## config.mk

```make
export PLATFORM = sky130hd
export DESIGN_NAME = timer_task_table
export DESIGN_NICKNAME = d
export VERILOG_FILES = /design/src/sv/ttt_pkg.sv /design/src/sv/timer_task_table.sv /design/src/sv/ttt_front.sv /design/src/sv/ttt_cmd_queue.sv /design/src/sv/ttt_engine.sv
export SDC_FILE = /design/constraint.sdc
export NUM_CORES = 2
export LEC_CHECK = 0
export BUFFER_PORTS_ARGS = -buffer_cell sky130_fd_sc_hd__buf_2
export CAP_MARGIN = 0
export CORE_MARGIN = 2
export CORE_UTILIZATION = 45
export CTS_CLUSTER_DIAMETER = 150
export DETAILED_ROUTE_END_ITERATION = 16
export PLACE_DENSITY = 0.69
export SYNTH_ARGS = -nofsm -noshare
export SYNTH_HDL_FRONTEND = slang
export SYNTH_SLANG_ARGS = --single-unit
```

## constraint.sdc

```tcl
create_clock -name clk_i -period 6.2 [get_ports clk_i]
set_input_delay 0.62 -clock clk_i [delete_from_list [all_inputs] [get_ports clk_i]]
set_output_delay 0.62 -clock clk_i [all_outputs]
set_load 0.05 [all_outputs]
```

## src/sv/ttt_pkg.sv

```systemverilog
// shared types and constants of the timer task table
// no dependencies
package ttt_pkg;

  localparam int NUM_SLOTS_DEF = 16;
  localparam int MAX_RESULTS   = 16;
  localparam int QUEUE_DEPTH   = 2;
  localparam int SLOT_W        = 4;
  localparam int ID_W          = 16;
  localparam int TIME_W        = 32;
  localparam int OP_W          = 3;
  localparam int KIND_W        = 3;

  localparam logic [ID_W-1:0] FIRST_ID = 16'd1;

  typedef enum logic [OP_W-1:0] {
    OPC_TICK     = 3'd0,
    OPC_ONESHOT  = 3'd1,
    OPC_PERIODIC = 3'd2,
    OPC_STOP     = 3'd3,
    OPC_RESTART  = 3'd4
  } op_code_e;

  typedef enum logic [1:0] {
    CMD_TICK,
    CMD_CREATE,
    CMD_STOP,
    CMD_RESTART
  } cmd_op_e;

  typedef enum logic [KIND_W-1:0] {
    RES_CREATED   = 3'd0,
    RES_NO_FREE   = 3'd1,
    RES_STOPPED   = 3'd2,
    RES_RESTARTED = 3'd3,
    RES_NOT_FOUND = 3'd4,
    RES_FIRED     = 3'd5
  } res_kind_e;

  typedef enum logic [1:0] {
    ENG_IDLE,
    ENG_SCAN,
    ENG_DRAIN,
    ENG_FIN
  } eng_state_e;

  // time_ref is the time a create or restart stores, or the tick time
  typedef struct packed {
    cmd_op_e           op;
    logic              periodic;
    logic [TIME_W-1:0] time_ref;
    logic [TIME_W-1:0] interval;
    logic [ID_W-1:0]   task_id;
  } cmd_t;

  typedef struct packed {
    res_kind_e         kind;
    logic [ID_W-1:0]   id;
    logic [SLOT_W-1:0] slot;
    logic              oneshot;
  } res_t;

endpackage

```

## src/sv/timer_task_table.sv

```systemverilog
// Timer task table: a bank of NUM_SLOTS one-shot or periodic timer slots with create,
// stop, restart and tick operations. An operation is taken when start_i is high and
// busy_o is low; a two-entry command queue takes up to two operations while the slot
// engine works, and busy_o rises when it is full. Codes 5 to 7 are taken and dropped.
// The engine walks the slot memory through its single read port, one slot per cycle,
// so every operation occupies it while it fetches the command, reads each slot in
// turn, evaluates the last slot and delivers the final beat. Results are strobed for
// a single cycle on result_valid_o and cannot be held off. A tick gives one beat per
// expired slot, at most 16, in slot order, the last one marked by last_o; every other
// operation gives exactly one beat.
// top level, depends on ttt_pkg, ttt_front, ttt_cmd_queue and ttt_engine
module timer_task_table #(
  parameter int NUM_SLOTS = ttt_pkg::NUM_SLOTS_DEF
) (
  input  logic                          clk_i,
  input  logic                          rst_ni,
  input  logic                          start_i,
  output logic                          busy_o,
  input  logic [ttt_pkg::OP_W-1:0]      operation_i,
  input  logic [ttt_pkg::TIME_W-1:0]    now_ms_i,
  input  logic [ttt_pkg::TIME_W-1:0]    time_value_i,
  input  logic                          start_now_i,
  input  logic [ttt_pkg::ID_W-1:0]      task_id_i,
  output logic                          result_valid_o,
  output logic [ttt_pkg::KIND_W-1:0]    kind_o,
  output logic [ttt_pkg::ID_W-1:0]      result_id_o,
  output logic [ttt_pkg::SLOT_W-1:0]    slot_o,
  output logic                          was_oneshot_o,
  output logic                          last_o
);

  logic          push, full, pop, empty;
  ttt_pkg::cmd_t push_cmd, head_cmd;
  ttt_pkg::res_t res;

  ttt_front u_front (
    .start_i      (start_i),
    .operation_i  (operation_i),
    .now_ms_i     (now_ms_i),
    .time_value_i (time_value_i),
    .start_now_i  (start_now_i),
    .task_id_i    (task_id_i),
    .full_i       (full),
    .busy_o       (busy_o),
    .push_o       (push),
    .cmd_o        (push_cmd)
  );

  ttt_cmd_queue u_queue (
    .clk_i   (clk_i),
    .rst_ni  (rst_ni),
    .push_i  (push),
    .data_i  (push_cmd),
    .full_o  (full),
    .pop_i   (pop),
    .empty_o (empty),
    .head_o  (head_cmd)
  );

  ttt_engine #(
    .NUM_SLOTS (NUM_SLOTS)
  ) u_engine (
    .clk_i       (clk_i),
    .rst_ni      (rst_ni),
    .empty_i     (empty),
    .head_i      (head_cmd),
    .pop_o       (pop),
    .res_valid_o (result_valid_o),
    .res_last_o  (last_o),
    .res_o       (res)
  );

  assign kind_o        = res.kind;
  assign result_id_o   = res.id;
  assign slot_o        = res.slot;
  assign was_oneshot_o = res.oneshot;

endmodule

```

## src/sv/ttt_front.sv

```systemverilog
// front end: accepts operations, decodes them into queue commands
// depends on ttt_pkg
module ttt_front (
  input  logic                          start_i,
  input  logic [ttt_pkg::OP_W-1:0]      operation_i,
  input  logic [ttt_pkg::TIME_W-1:0]    now_ms_i,
  input  logic [ttt_pkg::TIME_W-1:0]    time_value_i,
  input  logic                          start_now_i,
  input  logic [ttt_pkg::ID_W-1:0]      task_id_i,
  input  logic                          full_i,
  output logic                          busy_o,
  output logic                          push_o,
  output ttt_pkg::cmd_t                 cmd_o
);

  logic accept;

  assign busy_o = full_i;
  assign accept = start_i & ~full_i;

  always_comb begin
    push_o           = 1'b0;
    cmd_o.op         = ttt_pkg::CMD_TICK;
    cmd_o.periodic   = 1'b0;
    cmd_o.time_ref   = now_ms_i;
    cmd_o.interval   = time_value_i;
    cmd_o.task_id    = task_id_i;
    unique case (ttt_pkg::op_code_e'(operation_i))
      ttt_pkg::OPC_TICK: begin
        push_o = accept;
      end
      ttt_pkg::OPC_ONESHOT: begin
        push_o   = accept;
        cmd_o.op = ttt_pkg::CMD_CREATE;
      end
      ttt_pkg::OPC_PERIODIC: begin
        push_o         = accept;
        cmd_o.op       = ttt_pkg::CMD_CREATE;
        cmd_o.periodic = 1'b1;
        if (start_now_i) begin
          cmd_o.time_ref = '0;
        end
      end
      ttt_pkg::OPC_STOP: begin
        push_o   = accept;
        cmd_o.op = ttt_pkg::CMD_STOP;
      end
      ttt_pkg::OPC_RESTART: begin
        push_o   = accept;
        cmd_o.op = ttt_pkg::CMD_RESTART;
      end
      // unused codes are taken and dropped
      default: begin
        push_o = 1'b0;
      end
    endcase
  end

endmodule

```

## src/sv/ttt_cmd_queue.sv

```systemverilog
// short command queue between front end and slot engine
// depends on ttt_pkg
module ttt_cmd_queue (
  input  logic          clk_i,
  input  logic          rst_ni,
  input  logic          push_i,
  input  ttt_pkg::cmd_t data_i,
  output logic          full_o,
  input  logic          pop_i,
  output logic          empty_o,
  output ttt_pkg::cmd_t head_o
);

  localparam int Depth = ttt_pkg::QUEUE_DEPTH;
  localparam int PtrW  = (Depth > 1) ? $clog2(Depth) : 1;
  localparam int CntW  = $clog2(Depth + 1);

  ttt_pkg::cmd_t     fifo_q [Depth];
  logic [PtrW-1:0]   wr_ptr_q, wr_ptr_d;
  logic [PtrW-1:0]   rd_ptr_q, rd_ptr_d;
  logic [CntW-1:0]   cnt_q, cnt_d;

  assign full_o  = (cnt_q == CntW'(Depth));
  assign empty_o = (cnt_q == '0);
  assign head_o  = fifo_q[rd_ptr_q];

  always_comb begin
    wr_ptr_d = wr_ptr_q;
    rd_ptr_d = rd_ptr_q;
    cnt_d    = cnt_q;
    if (push_i) begin
      wr_ptr_d = (wr_ptr_q == PtrW'(Depth - 1)) ? '0 : wr_ptr_q + PtrW'(1);
    end
    if (pop_i) begin
      rd_ptr_d = (rd_ptr_q == PtrW'(Depth - 1)) ? '0 : rd_ptr_q + PtrW'(1);
    end
    if (push_i && !pop_i) begin
      cnt_d = cnt_q + CntW'(1);
    end else if (pop_i && !push_i) begin
      cnt_d = cnt_q - CntW'(1);
    end
  end

  always_ff @(posedge clk_i or negedge rst_ni) begin
    if (!rst_ni) begin
      wr_ptr_q <= '0;
      rd_ptr_q <= '0;
      cnt_q    <= '0;
    end else begin
      wr_ptr_q <= wr_ptr_d;
      rd_ptr_q <= rd_ptr_d;
      cnt_q    <= cnt_d;
    end
  end

  always_ff @(posedge clk_i) begin
    if (push_i) begin
      fifo_q[wr_ptr_q] <= data_i;
    end
  end

endmodule

```

## src/sv/ttt_engine.sv

```systemverilog
// slot engine: scans the slot bank one slot per cycle and emits results
// depends on ttt_pkg
module ttt_engine #(
  parameter int NUM_SLOTS = ttt_pkg::NUM_SLOTS_DEF
) (
  input  logic          clk_i,
  input  logic          rst_ni,
  input  logic          empty_i,
  input  ttt_pkg::cmd_t head_i,
  output logic          pop_o,
  output logic          res_valid_o,
  output logic          res_last_o,
  output ttt_pkg::res_t res_o
);

  localparam int IdxW = (NUM_SLOTS > 1) ? $clog2(NUM_SLOTS) : 1;
  localparam int CntW = $clog2(ttt_pkg::MAX_RESULTS + 1);
  localparam int SlotW = ttt_pkg::SLOT_W;

  ttt_pkg::eng_state_e state_q, state_d;

  ttt_pkg::cmd_t  cmd_q;
  logic [IdxW-1:0] rd_idx_q, rd_idx_d;
  logic            eval_v_q;
  logic [IdxW-1:0] eval_idx_q;
  logic [NUM_SLOTS-1:0] active_q, active_d;
  logic [ttt_pkg::ID_W-1:0] next_id_q, next_id_d, id_inc;
  logic            found_q, found_d;
  logic            pend_v_q, pend_v_d;
  ttt_pkg::res_t   pend_q, pend_d;
  logic [CntW-1:0] cnt_q, cnt_d;
  logic            res_v_q, res_v_d;
  logic            res_last_q, res_last_d;
  ttt_pkg::res_t   res_q, res_d;

  // slot memories, read registered at rd_idx_q
  logic [ttt_pkg::TIME_W-1:0] mem_interval [NUM_SLOTS];
  logic [ttt_pkg::TIME_W-1:0] mem_last     [NUM_SLOTS];
  logic [ttt_pkg::ID_W-1:0]   mem_ident    [NUM_SLOTS];
  logic                       mem_periodic [NUM_SLOTS];
  logic [ttt_pkg::TIME_W-1:0] rd_interval_q;
  logic [ttt_pkg::TIME_W-1:0] rd_last_q;
  logic [ttt_pkg::ID_W-1:0]   rd_ident_q;
  logic                       rd_periodic_q;

  logic issue, cur_act, fire, take, hit;
  logic [ttt_pkg::TIME_W-1:0] elapsed;
  logic [IdxW+SlotW-1:0] idx_ext;
  logic [SlotW-1:0] slot_cur;
  ttt_pkg::res_t fire_res;

  // next state
  always_comb begin
    state_d = state_q;
    unique case (state_q)
      ttt_pkg::ENG_IDLE:  if (!empty_i) state_d = ttt_pkg::ENG_SCAN;
      ttt_pkg::ENG_SCAN:  if (rd_idx_q == IdxW'(NUM_SLOTS - 1)) state_d = ttt_pkg::ENG_DRAIN;
      ttt_pkg::ENG_DRAIN: state_d = ttt_pkg::ENG_FIN;
      ttt_pkg::ENG_FIN:   state_d = ttt_pkg::ENG_IDLE;
      default:            state_d = ttt_pkg::ENG_IDLE;
    endcase
  end

  // state outputs
  always_comb begin
    pop_o = 1'b0;
    issue = 1'b0;
    unique case (state_q)
      ttt_pkg::ENG_IDLE:  pop_o = !empty_i;
      ttt_pkg::ENG_SCAN:  issue = 1'b1;
      ttt_pkg::ENG_DRAIN: issue = 1'b0;
      ttt_pkg::ENG_FIN:   issue = 1'b0;
      default:            issue = 1'b0;
    endcase
  end

  // evaluation of the slot whose read data is in the rd_* registers
  assign idx_ext  = {{SlotW{1'b0}}, eval_idx_q};
  assign slot_cur = idx_ext[SlotW-1:0];
  assign cur_act  = active_q[eval_idx_q];
  assign elapsed  = cmd_q.time_ref - rd_last_q;

  assign fire = eval_v_q && (cmd_q.op == ttt_pkg::CMD_TICK) && cur_act
                && (elapsed >= rd_interval_q) && (cnt_q != CntW'(ttt_pkg::MAX_RESULTS));
  assign take = eval_v_q && (cmd_q.op == ttt_pkg::CMD_CREATE) && !cur_act && !found_q;
  assign hit  = eval_v_q && ((cmd_q.op == ttt_pkg::CMD_STOP) || (cmd_q.op == ttt_pkg::CMD_RESTART))
                && cur_act && (rd_ident_q == cmd_q.task_id) && !found_q;

  assign id_inc = next_id_q + ttt_pkg::ID_W'(1);

  always_comb begin
    fire_res.kind    = ttt_pkg::RES_FIRED;
    fire_res.id      = rd_ident_q;
    fire_res.slot    = slot_cur;
    fire_res.oneshot = !rd_periodic_q;
  end

  always_comb begin
    rd_idx_d   = rd_idx_q;
    active_d   = active_q;
    next_id_d  = next_id_q;
    found_d    = found_q;
    pend_v_d   = pend_v_q;
    pend_d     = pend_q;
    cnt_d      = cnt_q;
    res_v_d    = 1'b0;
    res_last_d = 1'b0;
    res_d      = pend_q;

    if (pop_o) begin
      rd_idx_d     = '0;
      found_d      = 1'b0;
      cnt_d        = '0;
      // non-tick items always give one beat; preload the failure
      pend_v_d     = (head_i.op != ttt_pkg::CMD_TICK);
      pend_d.kind  = (head_i.op == ttt_pkg::CMD_CREATE) ? ttt_pkg::RES_NO_FREE
                                                        : ttt_pkg::RES_NOT_FOUND;
      pend_d.id      = '0;
      pend_d.slot    = '0;
      pend_d.oneshot = 1'b0;
    end

    if (issue && (rd_idx_q != IdxW'(NUM_SLOTS - 1))) begin
      rd_idx_d = rd_idx_q + IdxW'(1);
    end

    if (fire) begin
      cnt_d = cnt_q + CntW'(1);
      if (!rd_periodic_q) begin
        active_d[eval_idx_q] = 1'b0;
      end
      // hold one beat back so the last one can be marked
      if (pend_v_q) begin
        res_v_d = 1'b1;
      end
      pend_d   = fire_res;
      pend_v_d = 1'b1;
    end

    if (take) begin
      active_d[eval_idx_q] = 1'b1;
      found_d        = 1'b1;
      pend_d.kind    = ttt_pkg::RES_CREATED;
      pend_d.id      = next_id_q;
      pend_d.slot    = slot_cur;
      pend_d.oneshot = 1'b0;
      next_id_d      = (id_inc == '0) ? ttt_pkg::FIRST_ID : id_inc;
    end

    if (hit) begin
      found_d        = 1'b1;
      pend_d.id      = cmd_q.task_id;
      pend_d.slot    = slot_cur;
      pend_d.oneshot = 1'b0;
      if (cmd_q.op == ttt_pkg::CMD_STOP) begin
        active_d[eval_idx_q] = 1'b0;
        pend_d.kind = ttt_pkg::RES_STOPPED;
      end else begin
        pend_d.kind = ttt_pkg::RES_RESTARTED;
      end
    end

    if ((state_q == ttt_pkg::ENG_FIN) && pend_v_q) begin
      res_v_d    = 1'b1;
      res_last_d = 1'b1;
      pend_v_d   = 1'b0;
    end
  end

  always_ff @(posedge clk_i or negedge rst_ni) begin
    if (!rst_ni) begin
      state_q   <= ttt_pkg::ENG_IDLE;
      rd_idx_q  <= '0;
      eval_v_q  <= 1'b0;
      active_q  <= '0;
      next_id_q <= ttt_pkg::FIRST_ID;
      found_q   <= 1'b0;
      pend_v_q  <= 1'b0;
      cnt_q     <= '0;
      res_v_q   <= 1'b0;
    end else begin
      state_q   <= state_d;
      rd_idx_q  <= rd_idx_d;
      eval_v_q  <= issue;
      active_q  <= active_d;
      next_id_q <= next_id_d;
      found_q   <= found_d;
      pend_v_q  <= pend_v_d;
      cnt_q     <= cnt_d;
      res_v_q   <= res_v_d;
    end
  end

  always_ff @(posedge clk_i) begin
    if (pop_o) begin
      cmd_q <= head_i;
    end
    eval_idx_q <= rd_idx_q;
    pend_q     <= pend_d;
    res_q      <= res_d;
    res_last_q <= res_last_d;
  end

  always_ff @(posedge clk_i) begin
    if (issue) begin
      rd_interval_q <= mem_interval[rd_idx_q];
      rd_last_q     <= mem_last[rd_idx_q];
      rd_ident_q    <= mem_ident[rd_idx_q];
      rd_periodic_q <= mem_periodic[rd_idx_q];
    end
    if (take) begin
      mem_interval[eval_idx_q] <= cmd_q.interval;
      mem_last[eval_idx_q]     <= cmd_q.time_ref;
      mem_ident[eval_idx_q]    <= next_id_q;
      mem_periodic[eval_idx_q] <= cmd_q.periodic;
    end else if (fire || (hit && (cmd_q.op == ttt_pkg::CMD_RESTART))) begin
      mem_last[eval_idx_q] <= cmd_q.time_ref;
    end
  end

  assign res_valid_o = res_v_q;
  assign res_last_o  = res_last_q;
  assign res_o       = res_q;

endmodule

```

==> flow_metrics.py <==
metrics = {
    "grt": {
        "antenna_found_initial": 0,
        "overflow": 0,
        "grt_pass1_vias": 35190,
        "grt_pass1_wl_um": 230000,
        "grt_max_degree": 119,
        "grt_usage": 0.203,
    },
    "synth": {
        "yosysUniqueCellTypes": 65,
        "netlist_instances": 3711,
        "async_flop_share": 0.0295,
        "synth_edf_count": 1649,
        "syn_area_um2": 67700,
        "synth_warnings": 0,
        "synth_seq_cells": 1730,
        "synth.most_common_cell": "edfxtp_1",
        "yosys_most_used_dff": "edfxtp_1",
        "ys_seq_area_frac": 0.759,
        "synthTopCellsByCount": "edfxtp_1, mux2i_1, o21ai_0",
        "synth_top_area_share": 0.731,
        "synth_top_area_cell": "edfxtp_1",
        "avgSynthCellArea_um2": 18.2,
        "synth_nets": 3871,
        "synthTopCellsByArea": "edfxtp_1, mux4_2, mux2i_1",
    },
    "critical_path": {
        "worstSetupPathType": "flip-flop to flip-flop",
        "crit_fanout": 32,
        "crit_arrival_ps": 6290,
        "critPathLaunchType": "flip-flop",
        "timing.rr.start": "u_engine.cmd_q[49]",
        "crit_required_ps": 6650,
        "cp-end-kind": "flip-flop",
        "startpoint": "u_engine.cmd_q[49]",
    },
    "route": {
        "first_pass_iters": 7,
        "final_antenna_net_count": 0,
        "drt_iter0_drc": 3546,
        "drc_errors": 0,
        "viasPerCell": 5.77,
        "dr_total_vias": 35186,
        "drt-total-wl_um": 157000,
        "routedWlPerCell_um": 25.7,
    },
    "clock_network": {
        "cts-root-buf": "clkbuf_16",
        "numCtsBuffers": 163,
        "insertion_delay_ps": 800,
        "cts_sinks": 1730,
        "post_cts_buffers": 0,
        "clock_path_buffers": 3,
        "cts_tree": "yes",
        "clk_pin_slew_ps": 60,
        "cts_max_level": 4,
    },
    "sta": {
        "timing.fmax_mhz": 171,
        "setup_viol": 0,
        "clock_skew_ps": 35.6,
        "tightestPinTransition_ps": 1140,
        "slew_headroom": 0.238,
        "slew_violations": 0,
        "hold_viol": 0,
        "finalSetupTns_ps": 0,
        "whs_ps": 52.3,
        "fin_crit_ps": 5840,
        "period_share": 0.941,
        "rsz0062_at_grt": "false",
    },
    "power_and_ir_drop": {
        "vdd_drop_max_uv": 417,
        "switching_share": 0.310,
        "clkPwrFrac": 0.286,
        "p_sw_w": 0.0108,
        "p_int_w": 0.0241,
        "seq_power_share": 0.461,
        "p_per_area_nw_per_um2": 452,
        "combPwrFrac": 0.253,
        "p_leak_nw": 25.5,
        "finalPower_w": 0.0349,
    },
    "placement": {
        "portBuffers": 113,
        "dpl.hpwl_um": 85400,
        "placed_cells": 5752,
        "place.gp.congestion": 0.868,
    },
    "floorplanning": {
        "die_w_um": 392,
        "dieArea_um2": 154000,
        "io_pins": 114,
        "rows": 142,
        "initial_utilization": 0.453,
        "die_h_um": 392,
        "coreArea_um2": 150000,
    },
    "cells_and_area": {
        "drive_gt1_frac": 0.198,
        "final_cells": 6098,
        "area_growth_pct": 14.2,
        "antenna_cells": 0,
        "nets": 4109,
        "n_fill_cell": 11807,
    },
    "outcome": {
        "status": "finished clean",
    },
    "run": {
        "cap_violations": 0,
    },
    "worst_hold_path": {
        "min_from": "time_value_i[27]",
        "hold_class": "input pin to flip-flop",
    },
}
## sequential cells by signal, summed over array words and instances, names as in the netlist, 4 cells and up
register                count
u_engine.active_q          16
u_engine.pend_q            24
u_engine.rd_interval_q     32
u_engine.mem_last         512
u_engine.rd_last_q         32
u_engine.mem_ident        256
u_engine.mem_interval     512
u_engine.rd_idx_q           4
u_queue.fifo_q            166
u_engine.mem_periodic      16
u_engine.next_id_q         16
u_engine.res_o             24
u_engine.rd_ident_q        16
u_engine.eval_idx_q         4
u_engine.cmd_q             83
u_engine.cnt_q              5
## cell families after synthesis
kind of cell / count (synthesis) / synth area share
DFF: 1730 / 0.759
adders and majority gates: 73 / 0.0136
buffers and inverters: 250 / 0.0143
muxes: 576 / 0.119
AOI/OAI and AO/OA: 611 / 0.0565
and+or+nand+nor: 410 / 0.0294
xor gates and xnor gates: 61 / 0.00789
## through the flow
step,utilization,setup slack (ps),cell area [um2]
6_report,0.517,364,77300
5_1_grt,0.517,28.0,77300
4_1_cts,0.517,299,77300
3_5_place_dp,0.478,343,71500
3_3_place_gp,0.478,545,71500
2_1_floorplan,-,-99.8,67700
## cells in the final DEF (no fill, tap or decap), types with 51 or more instances in the layout
master and instances:
a21oi_1 132, buf_4 51, mux2i_1 246, a221oi_1 84
edfxtp_1 1649, inv_1 75, a22oi_1 95, buf_2 113
mux4_2 167, mux2_2 163, o21ai_0 219, ha_1 71
nand2_1 168, clkbuf_16 167
## worst max-delay path, cell delays in order, from the launching register on
cell and delay, ps:
edfxtp_1 630, fa_1 530, a21oi_1 210, o21ai_0 230, a21bo_2 300, o41a_1 450
o41a_1 380, a221oi_1 370, xnor2_1 130, ha_1 290, nand4_1 150, nor4_2 390
o2111ai_1 220, a31o_2 330, and3_1 160, buf_4 260, nor2_4 160, buf_12 270
## what timing repair did
item,CTS,global route
hold buffers,48,0
endpoints found under the hold margin,144,0
endpoints found under the setup margin,0,512
resized for setup,0,2
## metal layers
metal | wire length [um] | GRT usage
met3 | 9340 | 0.0278
met4 | 4120 | 0.0633
met5 | 0 | 0
met2 | 78000 | 0.340
met1 | 65300 | 0.278
## worst paths after layout
path	to	slack (ps)	cells after the start
worst min-delay path	u_queue.fifo_q[0][43]	50	1
worst min register to register	u_engine.res_o[22]	350	0
max in group asynchronous	u_engine.rd_idx_q[3]	5160	3
min in group asynchronous	u_queue.rd_ptr_q	500	3
worst max register to register	u_engine.mem_last[9][21]	360	17
worst max-delay path	u_engine.mem_last[9][21]	360	17
## final cells by class
| cell class | count | area [um2] | area share |
|---|---|---|---|
| timing repair buffer | 247 | 2130 | 0.0276 |
| inverter | 76 | 288 | 0.00372 |
| clock buffer | 220 | 4460 | 0.0577 |
| tap | 2016 | 2520 | 0.0326 |
| clock inverter | 78 | 877 | 0.0113 |
| sequential | 1730 | 51400 | 0.665 |
| multi-input combinational | 1731 | 15600 | 0.202 |
## power by group through the flow
stage | clock (W) | combinational (W) | sequential [W]
6_report | 0.00998 | 0.00884 | 0.0161
5_1_grt | 0.0105 | 0.00955 | 0.0162
4_1_cts | 0.0101 | 0.00891 | 0.0161
3_5_place_dp | 0 | 0.00882 | 0.0163
3_3_place_gp | 0 | 0.00870 | 0.0163
2_1_floorplan | 0 | 0.00590 | 0.0160
Note: power is estimated with default switching activity, not from simulation.
